$ cat config.mk
export PLATFORM = sky130hd
export DESIGN_NAME = decimal_price_threshold_parser_flat
export DESIGN_NICKNAME = d
export VERILOG_FILES = /design/src/design/dptp_pkg.sv /design/src/design/dptp_in_if.sv /design/src/design/dptp_out_if.sv /design/src/design/decimal_price_threshold_parser.sv /design/src/design/dptp_parse.sv /design/src/design/dptp_result.sv /design/src/flat_wrapper.sv
export SDC_FILE = /design/constraint.sdc
export NUM_CORES = 1
export LEC_CHECK = 0
export ABC_AREA = 1
export BUFFER_PORTS_ARGS = -buffer_cell sky130_fd_sc_hd__buf_2
export CAP_MARGIN = 20
export CORE_MARGIN = 1
export CORE_UTILIZATION = 60
export CTS_BUF_LIST = sky130_fd_sc_hd__clkbuf_2 sky130_fd_sc_hd__clkbuf_4 sky130_fd_sc_hd__clkbuf_8
export DETAILED_ROUTE_END_ITERATION = 6
export HOLD_SLACK_MARGIN = 0.12
export PLACE_DENSITY = 0.91
export SLEW_MARGIN = 20
export SYNTH_ARGS = -nofsm -noshare
export SYNTH_HDL_FRONTEND = slang
export SYNTH_HIERARCHICAL = 1
export SYNTH_SLANG_ARGS = --single-unit
$ cat constraint.sdc
create_clock -name clk_i -period 9.7 [get_ports clk_i]
set_clock_uncertainty 0.2 [all_clocks]
set_input_delay 0 -clock clk_i [delete_from_list [all_inputs] [get_ports clk_i]]
set_output_delay 0 -clock clk_i [all_outputs]
set_load 0.02 [all_outputs]
$ cat src/design/dptp_pkg.sv
`default_nettype none

package dptp_pkg;

  localparam int unsigned PriceW  = 63;
  localparam int unsigned WeightW = 34;  // 9 * 10^9 fits
  localparam int unsigned SumW    = PriceW + 5;

  localparam logic [PriceW-1:0] PriceMax   = {PriceW{1'b1}};
  localparam logic [PriceW-1:0] LimitReset = PriceW'(1510000);

  localparam logic [7:0] ChA       = 8'h41;
  localparam logic [7:0] ChZLow    = 8'h7A;
  localparam logic [7:0] ChZero    = 8'h30;
  localparam logic [7:0] ChNine    = 8'h39;
  localparam logic [7:0] ChPoint   = 8'h2E;
  localparam logic [7:0] ChSpace   = 8'h20;
  localparam logic [7:0] ChNewline = 8'h0A;
  localparam logic [7:0] ChNul     = 8'h00;

  typedef enum logic [1:0] {
    PH_FIRST,
    PH_SKIP,
    PH_NUMBER,
    PH_STOP
  } phase_e;

  // finished price handed from the parser to the result stage
  typedef struct packed {
    logic [PriceW-1:0] value;
    logic              ovf;
  } fin_t;

  // powers of ten for digit weights
  function automatic logic [WeightW-1:0] pow10(input logic [3:0] n);
    logic [WeightW-1:0] p;
    case (n)
      4'd0:    p = WeightW'(1);
      4'd1:    p = WeightW'(10);
      4'd2:    p = WeightW'(100);
      4'd3:    p = WeightW'(1000);
      4'd4:    p = WeightW'(10000);
      4'd5:    p = WeightW'(100000);
      4'd6:    p = WeightW'(1000000);
      4'd7:    p = WeightW'(10000000);
      4'd8:    p = WeightW'(100000000);
      4'd9:    p = WeightW'(1000000000);
      default: p = '0;
    endcase
    return p;
  endfunction

endpackage

`default_nettype wire

$ cat src/design/dptp_in_if.sv
`default_nettype none

interface dptp_in_if;
  logic       valid;
  logic       ready;
  logic [7:0] byte_value;
  logic       end_of_message;

  modport source (output valid, output byte_value, output end_of_message, input ready);
  modport sink   (input valid, input byte_value, input end_of_message, output ready);
endinterface

`default_nettype wire

$ cat src/design/dptp_out_if.sv
`default_nettype none

interface dptp_out_if;
  import dptp_pkg::*;

  logic              valid;
  logic              ready;
  logic              buy;
  logic [PriceW-1:0] price_scaled;
  logic              overflow;

  modport source (output valid, output buy, output price_scaled, output overflow,
                  input ready);
  modport sink   (input valid, input buy, input price_scaled, input overflow,
                  output ready);
endinterface

`default_nettype wire

$ cat src/design/decimal_price_threshold_parser.sv
// channel    dir  words                              handshake
// byte_i     in   byte_value, end_of_message         valid/ready
// result_o   out  buy, price_scaled, overflow        valid/ready
// cfg        in   buy_limit (cfg_wdata_i)            cfg_we_i, no wait
//
// One byte word per cycle is accepted while byte_i.ready is high; a result word
// follows the end_of_message byte: parser register, then limit-compare register.
// Reset clears the parse state and sets buy_limit to 151.0000.
// byte_i.ready drops only when both the finished-price register and the output
// register are full and result_o is stalled.
`default_nettype none

module decimal_price_threshold_parser #(
  parameter int unsigned FRACTION_DIGITS = 4
) (
  input  wire logic                        clk_i,
  input  wire logic                        rst_ni,
  dptp_in_if.sink                          byte_i,
  dptp_out_if.source                       result_o,
  input  wire logic                        cfg_we_i,
  input  wire logic [dptp_pkg::PriceW-1:0] cfg_wdata_i
);
  import dptp_pkg::*;

  // finished price between parser and compare stage
  logic fin_valid;
  logic fin_ready;
  fin_t fin;

  // Parser: tracks the price already scaled to full fraction width, so each
  // digit is one shift-add with a saturation check; no final multiply needed.
  dptp_parse #(
    .FRACTION_DIGITS (FRACTION_DIGITS)
  ) u_parse (
    .clk_i            (clk_i),
    .rst_ni           (rst_ni),
    .in_valid_i       (byte_i.valid),
    .in_ready_o       (byte_i.ready),
    .byte_value_i     (byte_i.byte_value),
    .end_of_message_i (byte_i.end_of_message),
    .fin_valid_o      (fin_valid),
    .fin_ready_i      (fin_ready),
    .fin_o            (fin)
  );

  // Compare against buy_limit and hold the result word.
  dptp_result u_result (
    .clk_i       (clk_i),
    .rst_ni      (rst_ni),
    .cfg_we_i    (cfg_we_i),
    .cfg_wdata_i (cfg_wdata_i),
    .fin_valid_i (fin_valid),
    .fin_ready_o (fin_ready),
    .fin_i       (fin),
    .res         (result_o)
  );

endmodule

`default_nettype wire

$ cat src/design/dptp_parse.sv
`default_nettype none

module dptp_parse #(
  parameter int unsigned FRACTION_DIGITS = 4
) (
  input  wire logic          clk_i,
  input  wire logic          rst_ni,
  input  wire logic          in_valid_i,
  output logic               in_ready_o,
  input  wire logic [7:0]    byte_value_i,
  input  wire logic          end_of_message_i,
  output logic               fin_valid_o,
  input  wire logic          fin_ready_i,
  output dptp_pkg::fin_t     fin_o
);
  import dptp_pkg::*;

  localparam int unsigned FcW = (FRACTION_DIGITS > 0) ? $clog2(FRACTION_DIGITS + 1) : 1;
  localparam logic [FcW-1:0] FcMax = FcW'(FRACTION_DIGITS);

  phase_e            phase_q, phase_d;
  logic [PriceW-1:0] scaled_q, scaled_d;   // mantissa already scaled to full fraction
  logic [FcW-1:0]    fc_q, fc_d;
  logic              point_q, point_d;
  logic              sat_q, sat_d;
  logic              fin_valid_q;
  fin_t              fin_q;

  logic              accept;

  assign in_ready_o  = !fin_valid_q || fin_ready_i;
  assign accept      = in_valid_i && in_ready_o;
  assign fin_valid_o = fin_valid_q;
  assign fin_o       = fin_q;

  always_comb begin
    logic              is_digit;
    logic              is_symbol;
    logic              num_byte;
    logic              add_digit;
    logic [3:0]        exp10;
    logic [WeightW-1:0] weight;
    logic [SumW-1:0]   base;
    logic [SumW-1:0]   sum;

    phase_d  = phase_q;
    scaled_d = scaled_q;
    fc_d     = fc_q;
    point_d  = point_q;
    sat_d    = sat_q;

    is_digit  = (byte_value_i >= ChZero) && (byte_value_i <= ChNine);
    is_symbol = (byte_value_i >= ChA) && (byte_value_i <= ChZLow);
    num_byte  = 1'b0;

    unique case (phase_q)
      PH_FIRST: begin
        if (is_symbol) begin
          phase_d = PH_SKIP;
        end else begin
          phase_d  = PH_NUMBER;
          num_byte = 1'b1;
        end
      end
      PH_SKIP: begin
        if (byte_value_i == ChSpace) begin
          phase_d = PH_NUMBER;
        end else if (byte_value_i == ChNul) begin
          phase_d = PH_STOP;
        end
      end
      PH_NUMBER: num_byte = 1'b1;
      PH_STOP:   ;
      default:   ;
    endcase

    // integer digit: x10 plus d*10^F; fraction digit: plus d*10^(F-1-fc)
    add_digit = num_byte && is_digit && (!point_q || (fc_q < FcMax));
    exp10     = point_q ? (4'(FRACTION_DIGITS - 1) - 4'(fc_q)) : 4'(FRACTION_DIGITS);
    weight    = WeightW'(byte_value_i[3:0] * pow10(exp10));
    base      = point_q ? SumW'(scaled_q)
                        : (SumW'(scaled_q) << 3) + (SumW'(scaled_q) << 1);
    sum       = base + SumW'(weight);

    if (add_digit) begin
      scaled_d = sum[PriceW-1:0];
      sat_d    = sat_q || (sum[SumW-1:PriceW] != '0);
      if (point_q) begin
        fc_d = fc_q + FcW'(1);
      end
    end

    if (num_byte && !is_digit) begin
      if (byte_value_i == ChPoint) begin
        point_d = 1'b1;
      end else if ((byte_value_i == ChSpace) || (byte_value_i == ChNewline) ||
                   (byte_value_i == ChNul)) begin
        phase_d = PH_STOP;
      end
    end
  end

  always_ff @(posedge clk_i or negedge rst_ni) begin
    if (!rst_ni) begin
      phase_q     <= PH_FIRST;
      scaled_q    <= '0;
      fc_q        <= '0;
      point_q     <= 1'b0;
      sat_q       <= 1'b0;
      fin_valid_q <= 1'b0;
    end else begin
      if (accept && end_of_message_i) begin
        fin_valid_q <= 1'b1;
      end else if (fin_ready_i) begin
        fin_valid_q <= 1'b0;
      end
      if (accept) begin
        if (end_of_message_i) begin
          phase_q  <= PH_FIRST;
          scaled_q <= '0;
          fc_q     <= '0;
          point_q  <= 1'b0;
          sat_q    <= 1'b0;
        end else begin
          phase_q  <= phase_d;
          scaled_q <= scaled_d;
          fc_q     <= fc_d;
          point_q  <= point_d;
          sat_q    <= sat_d;
        end
      end
    end
  end

  always_ff @(posedge clk_i) begin
    if (accept && end_of_message_i) begin
      fin_q.value <= sat_d ? PriceMax : scaled_d;
      fin_q.ovf   <= sat_d;
    end
  end

endmodule

`default_nettype wire

$ cat src/design/dptp_result.sv
`default_nettype none

module dptp_result (
  input  wire logic                        clk_i,
  input  wire logic                        rst_ni,
  input  wire logic                        cfg_we_i,
  input  wire logic [dptp_pkg::PriceW-1:0] cfg_wdata_i,
  input  wire logic                        fin_valid_i,
  output logic                             fin_ready_o,
  input  wire dptp_pkg::fin_t              fin_i,
  dptp_out_if.source                       res
);
  import dptp_pkg::*;

  logic [PriceW-1:0] limit_q;
  logic              out_valid_q;
  logic              buy_q;
  logic [PriceW-1:0] price_q;
  logic              ovf_q;
  logic              take;

  assign fin_ready_o = !out_valid_q || res.ready;
  assign take        = fin_valid_i && fin_ready_o;

  assign res.valid        = out_valid_q;
  assign res.buy          = buy_q;
  assign res.price_scaled = price_q;
  assign res.overflow     = ovf_q;

  always_ff @(posedge clk_i or negedge rst_ni) begin
    if (!rst_ni) begin
      limit_q     <= LimitReset;
      out_valid_q <= 1'b0;
    end else begin
      if (cfg_we_i) begin
        limit_q <= cfg_wdata_i;
      end
      if (take) begin
        out_valid_q <= 1'b1;
      end else if (res.ready) begin
        out_valid_q <= 1'b0;
      end
    end
  end

  always_ff @(posedge clk_i) begin
    if (take) begin
      buy_q   <= (fin_i.value != '0) && (fin_i.value < limit_q);
      price_q <= fin_i.value;
      ovf_q   <= fin_i.ovf;
    end
  end

endmodule

`default_nettype wire
$ cat src/flat_wrapper.sv
// flat-port wrapper written by rule: the top's interface ports become plain ports
module decimal_price_threshold_parser_flat import dptp_pkg::*;
#(
  parameter int unsigned FRACTION_DIGITS = 4
)
  (clk_i, rst_ni, cfg_we_i, cfg_wdata_i, byte_i_valid, byte_i_byte_value, byte_i_end_of_message, byte_i_ready, result_o_valid, result_o_buy, result_o_price_scaled, result_o_overflow, result_o_ready);
  dptp_in_if byte_i_i ();
  dptp_out_if result_o_i ();
  input  wire logic clk_i;
  input  wire logic rst_ni;
  input  wire logic cfg_we_i;
  input  wire logic [dptp_pkg::PriceW-1:0] cfg_wdata_i;
  input wire logic [$bits(byte_i_i.valid)-1:0] byte_i_valid;
  input wire logic [$bits(byte_i_i.byte_value)-1:0] byte_i_byte_value;
  input wire logic [$bits(byte_i_i.end_of_message)-1:0] byte_i_end_of_message;
  output wire logic [$bits(byte_i_i.ready)-1:0] byte_i_ready;
  output wire logic [$bits(result_o_i.valid)-1:0] result_o_valid;
  output wire logic [$bits(result_o_i.buy)-1:0] result_o_buy;
  output wire logic [$bits(result_o_i.price_scaled)-1:0] result_o_price_scaled;
  output wire logic [$bits(result_o_i.overflow)-1:0] result_o_overflow;
  input wire logic [$bits(result_o_i.ready)-1:0] result_o_ready;
  assign byte_i_i.valid = byte_i_valid;
  assign byte_i_i.byte_value = byte_i_byte_value;
  assign byte_i_i.end_of_message = byte_i_end_of_message;
  assign byte_i_ready = byte_i_i.ready;
  assign result_o_valid = result_o_i.valid;
  assign result_o_buy = result_o_i.buy;
  assign result_o_price_scaled = result_o_i.price_scaled;
  assign result_o_overflow = result_o_i.overflow;
  assign result_o_i.ready = result_o_ready;
  decimal_price_threshold_parser #(.FRACTION_DIGITS(FRACTION_DIGITS)) u_core (.clk_i(clk_i), .rst_ni(rst_ni), .byte_i(byte_i_i), .result_o(result_o_i), .cfg_we_i(cfg_we_i), .cfg_wdata_i(cfg_wdata_i));
endmodule
==> flow_metrics.tcl, run 1 <==
set metrics [dict create \
    outcome "aborted with a tool error" \
    stop_stage "global routing" \
    error_line "[ERROR GRT-0232] Routing congestion too high. Check the congestion heatmap in the GUI." \
    syn_inst 3669 \
    grt_overflow 8 \
    die_y_um 207.9 \
    die_w_um 207.9 \
    numPortBuffers 143 \
    cts_root_buf "clkbuf_8" \
    initial_core_util 0.6078 \
    yosys-top-cells-area "nand2_1 (16%), edfxtp_1 (15%), dfrtp_1 (12%), ha_1 (9.9%), inv_1 (9.3%)" \
    ioPinCount 144 \
    synth_seq_cells 264 \
    synth_top_area_frac 0.1601 \
    hpwl_mm 59.51 \
    avgSynthCellArea_um2 6.933 \
    postCtsResizedCells 0 \
    synth_async_sr_flop_share 0.5114 \
    numCtsBuffers 41 \
    htreeDepth 2 \
    rows 75 \
    netlist_area_um2 25440 \
    ys_types 57 \
    yosysSeqAreaShare 0.2855 \
    grtUsageTotal 0.6477 \
    gp_congestion 1.028 \
    synth_edf_count 129 \
    grt_max_degree 126 \
    cts.sinks 264 \
    ys_warn_count 6 \
    clockBufferDepth 3 \
    synth_area_leader_cell "nand2_1" \
    synth_ff_type "edfxtp_1" \
]
[per-stage QoR]
step | instances | setup WS (ps) | util | hold slack (ps) | cell area, um2
floorplan | 3717 | 1600 | - | -495.6 | 25620
global placement | 4337 | 1656 | 0.6393 | -150.8 | 26760
detailed placement | 4337 | 1500 | 0.6393 | -151.8 | 26760
CTS | 4688 | 1423 | 0.7274 | 147.5 | 30450
[Yosys cell counts, types with 7 or more instances]
cell / number
nor3_1: 17
nor2_4: 14
nor2_1: 280
inv_1: 628
o22ai_1: 30
buf_2: 12
dfstp_2: 9
nand2_2: 55
a21oi_1: 163
o21ai_1: 7
ha_1: 202
o21a_1: 8
clkinv_1: 9
nand2_1: 1085
edfxtp_1: 129
clkbuf_1: 54
fa_1: 59
dfrtp_1: 126
xor2_1: 65
or2_2: 19
o21ai_0: 243
nand3_1: 174
nand4_1: 20
nand3_2: 66
xnor2_1: 25
nor2_2: 45
inv_2: 33
and2_1: 8
[logic make-up after synthesis]
logic type	count (synthesis)	share of synthesized area
AO/OA/AOI/OAI	494	0.1042
XOR/XNOR	90	0.03099
adder cells (fa/ha/maj)	261	0.1458
buffers and inverters	744	0.1142
flip-flops	264	0.2855
multiplexers	7	0.002804
other	2	0.0002952
AND/OR/NAND/NOR	1807	0.3161
[routing by layer]
metal | GRT overflow | track usage
met3 | 4 | 0.5357
met1 | 1 | 0.6631
met2 | 1 | 0.7848
met5 | 0 | 0.3927
met4 | 2 | 0.5530
[what timing repair did]
item	in CTS
endpoints found under the hold margin	253
hold buffers	275
buffers inserted	0
setup endpoints to repair	0
==> run 2: changes to the inputs <==
CORE_UTILIZATION = 40   (was 60)
CTS_BUF_LIST = unset   (was sky130_fd_sc_hd__clkbuf_2 sky130_fd_sc_hd__clkbuf_4 sky130_fd_sc_hd__clkbuf_8)
HOLD_SLACK_MARGIN = unset   (was 0.12)
PLACE_DENSITY = unset   (was 0.91)
PLACE_DENSITY_LB_ADDON = 0.15   (was unset)
==> run 2 against run 1 <==
  * The run now ends clean
  * Synthesized area is the same
  * Synthesized cell count is the same
==> flow_metrics.tcl, run 2 <==
set metrics [dict create \
    outcome "finished, final reports clean" \
    cp-start-kind "register" \
    slew_violations 0 \
    yosysMostFrequentCell "nand2_1" \
    post_cts_buffers 0 \
    grt_pass1_wl_mm 125.1 \
    grt_max_degree 93 \
    numCtsBuffers 29 \
    crit_start "u_core/u_parse/point_q$_DFFE_PN0P_" \
    vias 23910 \
    grt_overflow 0 \
    clk_pin_slew_ps 70 \
    cap_violations 0 \
    setup_violations 0 \
    yosys-top-cells-area "nand2_1 (16%), edfxtp_1 (15%), dfrtp_1 (12%), ha_1 (9.9%), inv_1 (9.3%)" \
    fin_setup_tns_ps 0 \
    irDropWorstVdd_v 0.0001282 \
    total_power_mw 3.549 \
    antenna_cells 0 \
    grtUsageTotal 0.2475 \
    syn2layout_area_growth_pct 17.11 \
    critPathBufInv 5 \
    drtIter0Drc 1782 \
    yosysSeqAreaShare 0.2855 \
    synth_seq_cells 264 \
    initial_core_util 0.4040 \
    coreArea_um2 62970 \
    netlist_area_um2 25440 \
    ys_warn_count 6 \
    crit_family "compound AO/OA/AOI/OAI gates" \
    clk-insertion-delay-late_ps 570 \
    worstMarginPinSlew_ps 966.3 \
    clockBufferDepth 3 \
    r2r_cells 34 \
    die_y_um 254.2 \
    finalCritPeriodShare 0.8997 \
    synth_commonest_cells "nand2_1 (1085), inv_1 (628), nor2_1 (280)" \
    htreeDepth 1 \
    grt_pass1_vias 22980 \
    worstSetupEndpoint "u_core/u_parse/fin_o[19]$_SDFFCE_PP1P_" \
    gp_congestion 0.9691 \
    ys_types 57 \
    slew_headroom 0.3558 \
    routed_wl_mm 80.14 \
    r2r-end "u_core/u_parse/fin_o[19]$_SDFFCE_PP1P_" \
    antenna_found_initial 0 \
    cts.sinks 264 \
    hpwl_mm 63.52 \
    hold_viol 0 \
    synth_ff_type "edfxtp_1" \
    critPathRequiredTime_ps 9780 \
    ioPinCount 144 \
    synth_async_sr_flop_share 0.5114 \
    cts_root_buf "clkbuf_16" \
    cts_tree "yes" \
    numPortBuffers 143 \
    die_area_um2 64600 \
    syn_inst 3669 \
    nNetsFinal 4332 \
    synth_area_leader_cell "nand2_1" \
    die_w_um 254.2 \
    crit_path_end_kind "register" \
    drc 0 \
    fin_hold_ws_ps 10.63 \
    synth_edf_count 129 \
    vias_per_cell 4.917 \
    first_pass_iters 5 \
    crit_fanout 76 \
    final_common_cell "nand2_1" \
    dp.cells 4645 \
    drive_gt1_frac 0.1180 \
    rsz0062_at_grt "no" \
    reg2reg_from "u_core/u_parse/point_q$_DFFE_PN0P_" \
    cp_num_cells 34 \
    max_stage_delay_ps 650 \
    wire_per_inst_um 16.48 \
    p_leak_nw 15.80 \
    rows 92 \
    crit_arrival_ps 8800 \
    rrSetupSlack_ps 970 \
    route.antenna.remaining_nets 0 \
    power_density_nw_per_um2 119.1 \
    worst_path_max_delay_cell "buf_4" \
    fmax_mhz 114.6 \
    largest_reg_flops 64 \
    crit_type "reg2reg" \
    instances_no_fill 4863 \
    final_cell_mix "nand2_1 (1085), inv_1 (627), nor2_1 (278), o21ai_0 (243), ha_1 (202)" \
    synth_top_area_frac 0.1601 \
    hp-class "in2reg" \
    period_minus_slack_ps 8727 \
    avgSynthCellArea_um2 6.933 \
]
## run 2: worst min-delay path by stage
stage / from / end / cells past startpoint
after global routing: cfg_wdata_i[29] / u_core/u_result/limit_q[29]$_DFFE_PN0P_ / 4
after global placement: rst_ni / u_core/u_result/limit_q[7]$_DFFE_PN0P_ / 1
after detailed placement: rst_ni / u_core/u_result/limit_q[7]$_DFFE_PN0P_ / 1
after floorplan: rst_ni / u_core/u_parse/fc_q[0]$_DFFE_PN0P_ / 0
final: cfg_wdata_i[1] / u_core/u_result/limit_q[1]$_DFFE_PN0P_ / 4
after CTS: cfg_wdata_i[0] / u_core/u_result/limit_q[0]$_DFFE_PN0P_ / 3
## run 2: cell families after synthesis
group                      share of synthesized area
xor gates and xnor gates                     0.03099
adders and majority gates                     0.1458
AOI/OAI and AO/OA                             0.1042
buffers and inverters                         0.1142
and+or+nand+nor                               0.3161
DFF                                           0.2855
other                                      0.0002952
muxes                                       0.002804
## run 2: through the flow
| step | util | setup WS (ps) | area [um2] |
|---|---|---|---|
| floorplan | - | 1600 | 25620 |
| global placement | 0.4311 | 1258 | 27150 |
| detailed placement | 0.4311 | 1093 | 27150 |
| CTS | 0.4731 | 1052 | 29790 |
| global route | 0.4731 | 238.1 | 29790 |
| finish | 0.4731 | 973.1 | 29790 |
## run 2: layer usage
metal  track usage  vias up  share of wire
li1              -    12200              -
met1        0.3546    10970           0.48
met2        0.3869      654           0.42
met3       0.04542       98          0.073
met4       0.05164        0          0.019
met5             0        -              0
## run 2: worst min-delay path, delay by kind of cell
kind | cells | cell delay [ps]
and+or+nand+nor | 1 | 40
AOI/OAI and AO/OA | 1 | 70
buffers and inverters | 2 | 610
## run 2: repair_timing
item	CTS	global route
resized for setup	0	0
hold endpoints to repair	199	0
hold buffers	164	0
## run 2: cell type report
| type | count | area, um2 |
|---|---|---|
| Timing Repair Buffer | 320 | 2494 |
| Inverter | 670 | 2515 |
| Clock buffer | 34 | 784.5 |
| Sequential cell | 264 | 7264 |
| Multi-Input combinational cell | 2709 | 15470 |
| Fill cell | 6465 | 33180 |
| Tap cell | 846 | 1059 |
| Clock inverter | 20 | 197.7 |
## run 2: power by group
part / total [mW] / switching [mW] / internal, mW
registers: 1.31 / 0.0508 / 1.26
logic: 1.10 / 0.700 / 0.400
clock network: 1.14 / 0.498 / 0.643
Power figures use the tool's default switching activity.
==> run 3: changes to the inputs <==
clock period = 10.15 ns   (was 9.7 ns; I/O delays follow)
==> run 3 against run 2 <==
  * Core utilization barely moved
  * Non-clock buffer count grew 1
  * Highest routed layer is now met5
  * Global-route usage rose by 0.25 points
  * Clock power about the same
  * Largest power group unchanged
  * Via count is 0.40% higher
  * Design area is essentially flat
  * Sequential power shrank 5%
  * Flip-flop and latch count did not move
  * Worst hold slack better by 17 ps
  * Clock-buffer cell count increased by 1
  * Die area stayed put
  * Register-to-register slack improved by 220 ps
==> flow_metrics.tcl, run 3 (synthesis gave the netlist of run 2 again) <==
set metrics [dict create \
    crit_path_end_kind "register" \
    ioPinCount 144 \
    worstMarginPinSlew_ps 1014 \
    grt_pass1_wl_mm 126.0 \
    p_int_mw 2.224 \
    first_pass_iters 6 \
    irDropWorstVdd_v 0.0001206 \
    dp.cells 4645 \
    slew_violations 0 \
    hold_depth 4 \
    p_leak_nw 15.81 \
    route.antenna.remaining_nets 0 \
    max_stage_delay_ps 700 \
    fin_setup_tns_ps 0 \
    critPathRequiredTime_ps 10230 \
    r2r-end "u_core/u_parse/fin_o[17]$_SDFFCE_PP1P_" \
    nFillCells 6564 \
    cap_violations 0 \
    r2r_cells 33 \
    cts_tree "yes" \
    hpwl_mm 64.18 \
    antenna_cells 0 \
    grt_max_degree 102 \
    post-place-ws_ps 1192 \
    cts_root_buf "clkbuf_16" \
    outcome "finished, final reports clean" \
    vias 24010 \
    grt_use_met1 0.3602 \
    rows 92 \
    p_switching_mw 1.206 \
    hp-start "cfg_wdata_i[17]" \
    final_common_cell "nand2_1" \
    clockPowerShare 0.328 \
    instances_no_fill 4866 \
    finalCritPeriodShare 0.8824 \
    min_to "u_core/u_result/limit_q[17]$_DFFE_PN1P_" \
    crit_fanout 72 \
    numCtsBuffers 30 \
    grt_overflow 0 \
    drive_gt1_frac 0.1172 \
    pwr-share-seq 0.365 \
    crit_arrival_ps 9040 \
    routed_wl_mm 81.36 \
    rrSetupSlack_ps 1190 \
    coreArea_um2 62970 \
    gp_congestion 0.9606 \
    crit_family "compound AO/OA/AOI/OAI gates" \
    grt.met3_usage 0.03797 \
    clk-insertion-delay-late_ps 590 \
    slew_headroom 0.3169 \
    clockBufferDepth 3 \
    wire_per_inst_um 16.72 \
    syn2layout_area_growth_pct 17.22 \
    grt_pass1_vias 22990 \
    drtIter0Drc 1711 \
    antenna_found_initial 1 \
    final_cell_mix "nand2_1 (1085), inv_1 (627), nor2_1 (278), o21ai_0 (243), ha_1 (202)" \
    critPathBufInv 3 \
    worst_path_max_delay_cell "nand2_4" \
    cp-start-kind "register" \
    clk_pin_slew_ps 60 \
    switching_share 0.3515 \
    die_area_um2 64600 \
    vias_per_cell 4.934 \
    reg2reg_from "u_core/u_parse/point_q$_DFFE_PN0P_" \
    setup_violations 0 \
    post_cts_buffers 0 \
    drc 0 \
    fmax_mhz 111.6 \
    pwr-share-comb 0.307 \
    period_minus_slack_ps 8957 \
    hold_viol 0 \
    hp-class "in2reg" \
    grtUsageTotal 0.2500 \
    largest_reg_flops 64 \
    crit_type "reg2reg" \
    grtUsageMet2 0.3927 \
    nNetsFinal 4334 \
    cts.sinks 264 \
    numPortBuffers 143 \
    setup_slack_ps 1193 \
    initial_core_util 0.4040 \
    top_usage_layer "met2" \
    rsz0062_at_grt "no" \
    die_y_um 254.2 \
    power_density_nw_per_um2 115.0 \
    die_w_um 254.2 \
    htreeDepth 1 \
]
run 3: cell types whose count changed in the layout (fill, tap and decap cells not counted), moves of 2 or more:
cell and change:
clkbuf_1 +2, clkbuf_8 -2, clkinv_1 +3, clkinv_2 -2, inv_6 -2, inv_8 +2
run 3: what timing repair did:
action                                 CTS  global route
gates resized for setup                  0             0
hold buffers                           165             0
endpoints found under the hold margin  200             0
run 3: power by group through the flow:
stage | Combinational [mW] | Sequential, mW | Clock, mW
floorplan | 0.687 | 1.27 | 0
global placement | 0.968 | 1.27 | 0
detailed placement | 0.966 | 1.27 | 0
CTS | 1.02 | 1.25 | 1.15
global route | 1.19 | 1.26 | 1.18
finish | 1.05 | 1.25 | 1.12
run 3: worst reg2reg max path: cells and delay by family, from the launching register on:
kind            cells  cell delay (ps)
compound gates     15             3530
buf+inv             3              720
flops               1              360
xor+xnor            1              170
simple gates       10             1970
fa+ha+maj           4             1720
run 3: worst max path at each step:
stage                                             from                                      to  slack [ps]  cells past startpoint
floorplan           u_core/u_parse/point_q$_DFFE_PN0P_  u_core/u_parse/fin_o[10]$_SDFFCE_PP1P_        2050                     47
global placement    u_core/u_parse/point_q$_DFFE_PN0P_  u_core/u_parse/fin_o[59]$_SDFFCE_PP1P_        1440                     38
detailed placement  u_core/u_parse/point_q$_DFFE_PN0P_  u_core/u_parse/fin_o[57]$_SDFFCE_PP1P_        1190                     33
CTS                 u_core/u_parse/point_q$_DFFE_PN0P_  u_core/u_parse/fin_o[57]$_SDFFCE_PP1P_        1170                     33
global route        u_core/u_parse/point_q$_DFFE_PN0P_  u_core/u_parse/fin_o[17]$_SDFFCE_PP1P_         480                     38
finish              u_core/u_parse/point_q$_DFFE_PN0P_  u_core/u_parse/fin_o[17]$_SDFFCE_PP1P_        1190                     33
run 3: final cells by class:
type / instances / area [um2] / share of cell area
Multi-Input combinational cell: 2709 / 15470 / 0.5190
Sequential cell: 264 / 7264 / 0.2436
Inverter: 670 / 2515 / 0.08435
Timing Repair Buffer: 321 / 2491 / 0.08355
Tap cell: 846 / 1059 / 0.03550
Clock buffer: 35 / 789.5 / 0.02648
Clock inverter: 21 / 222.7 / 0.007470
run 3: through the flow:
stage / util / hold WS, ps / total power, mW / instance area, um2
3_3_place_gp: 0.4309 / -176.8 / 2.238 / 27130
5_1_grt: 0.4735 / 20.93 / 3.626 / 29820
2_1_floorplan: - / -495.6 / 1.959 / 25620
6_report: 0.4735 / 27.99 / 3.430 / 29820
3_5_place_dp: 0.4309 / -180.6 / 2.235 / 27130
4_1_cts: 0.4735 / 0.3546 / 3.426 / 29820
run 3: routing by layer:
layer  wire, um  up-vias
met5         13        -
met4       1689        2
met3       5239       94
met2      34510      625
met1      39900    11090
li1           -    12200
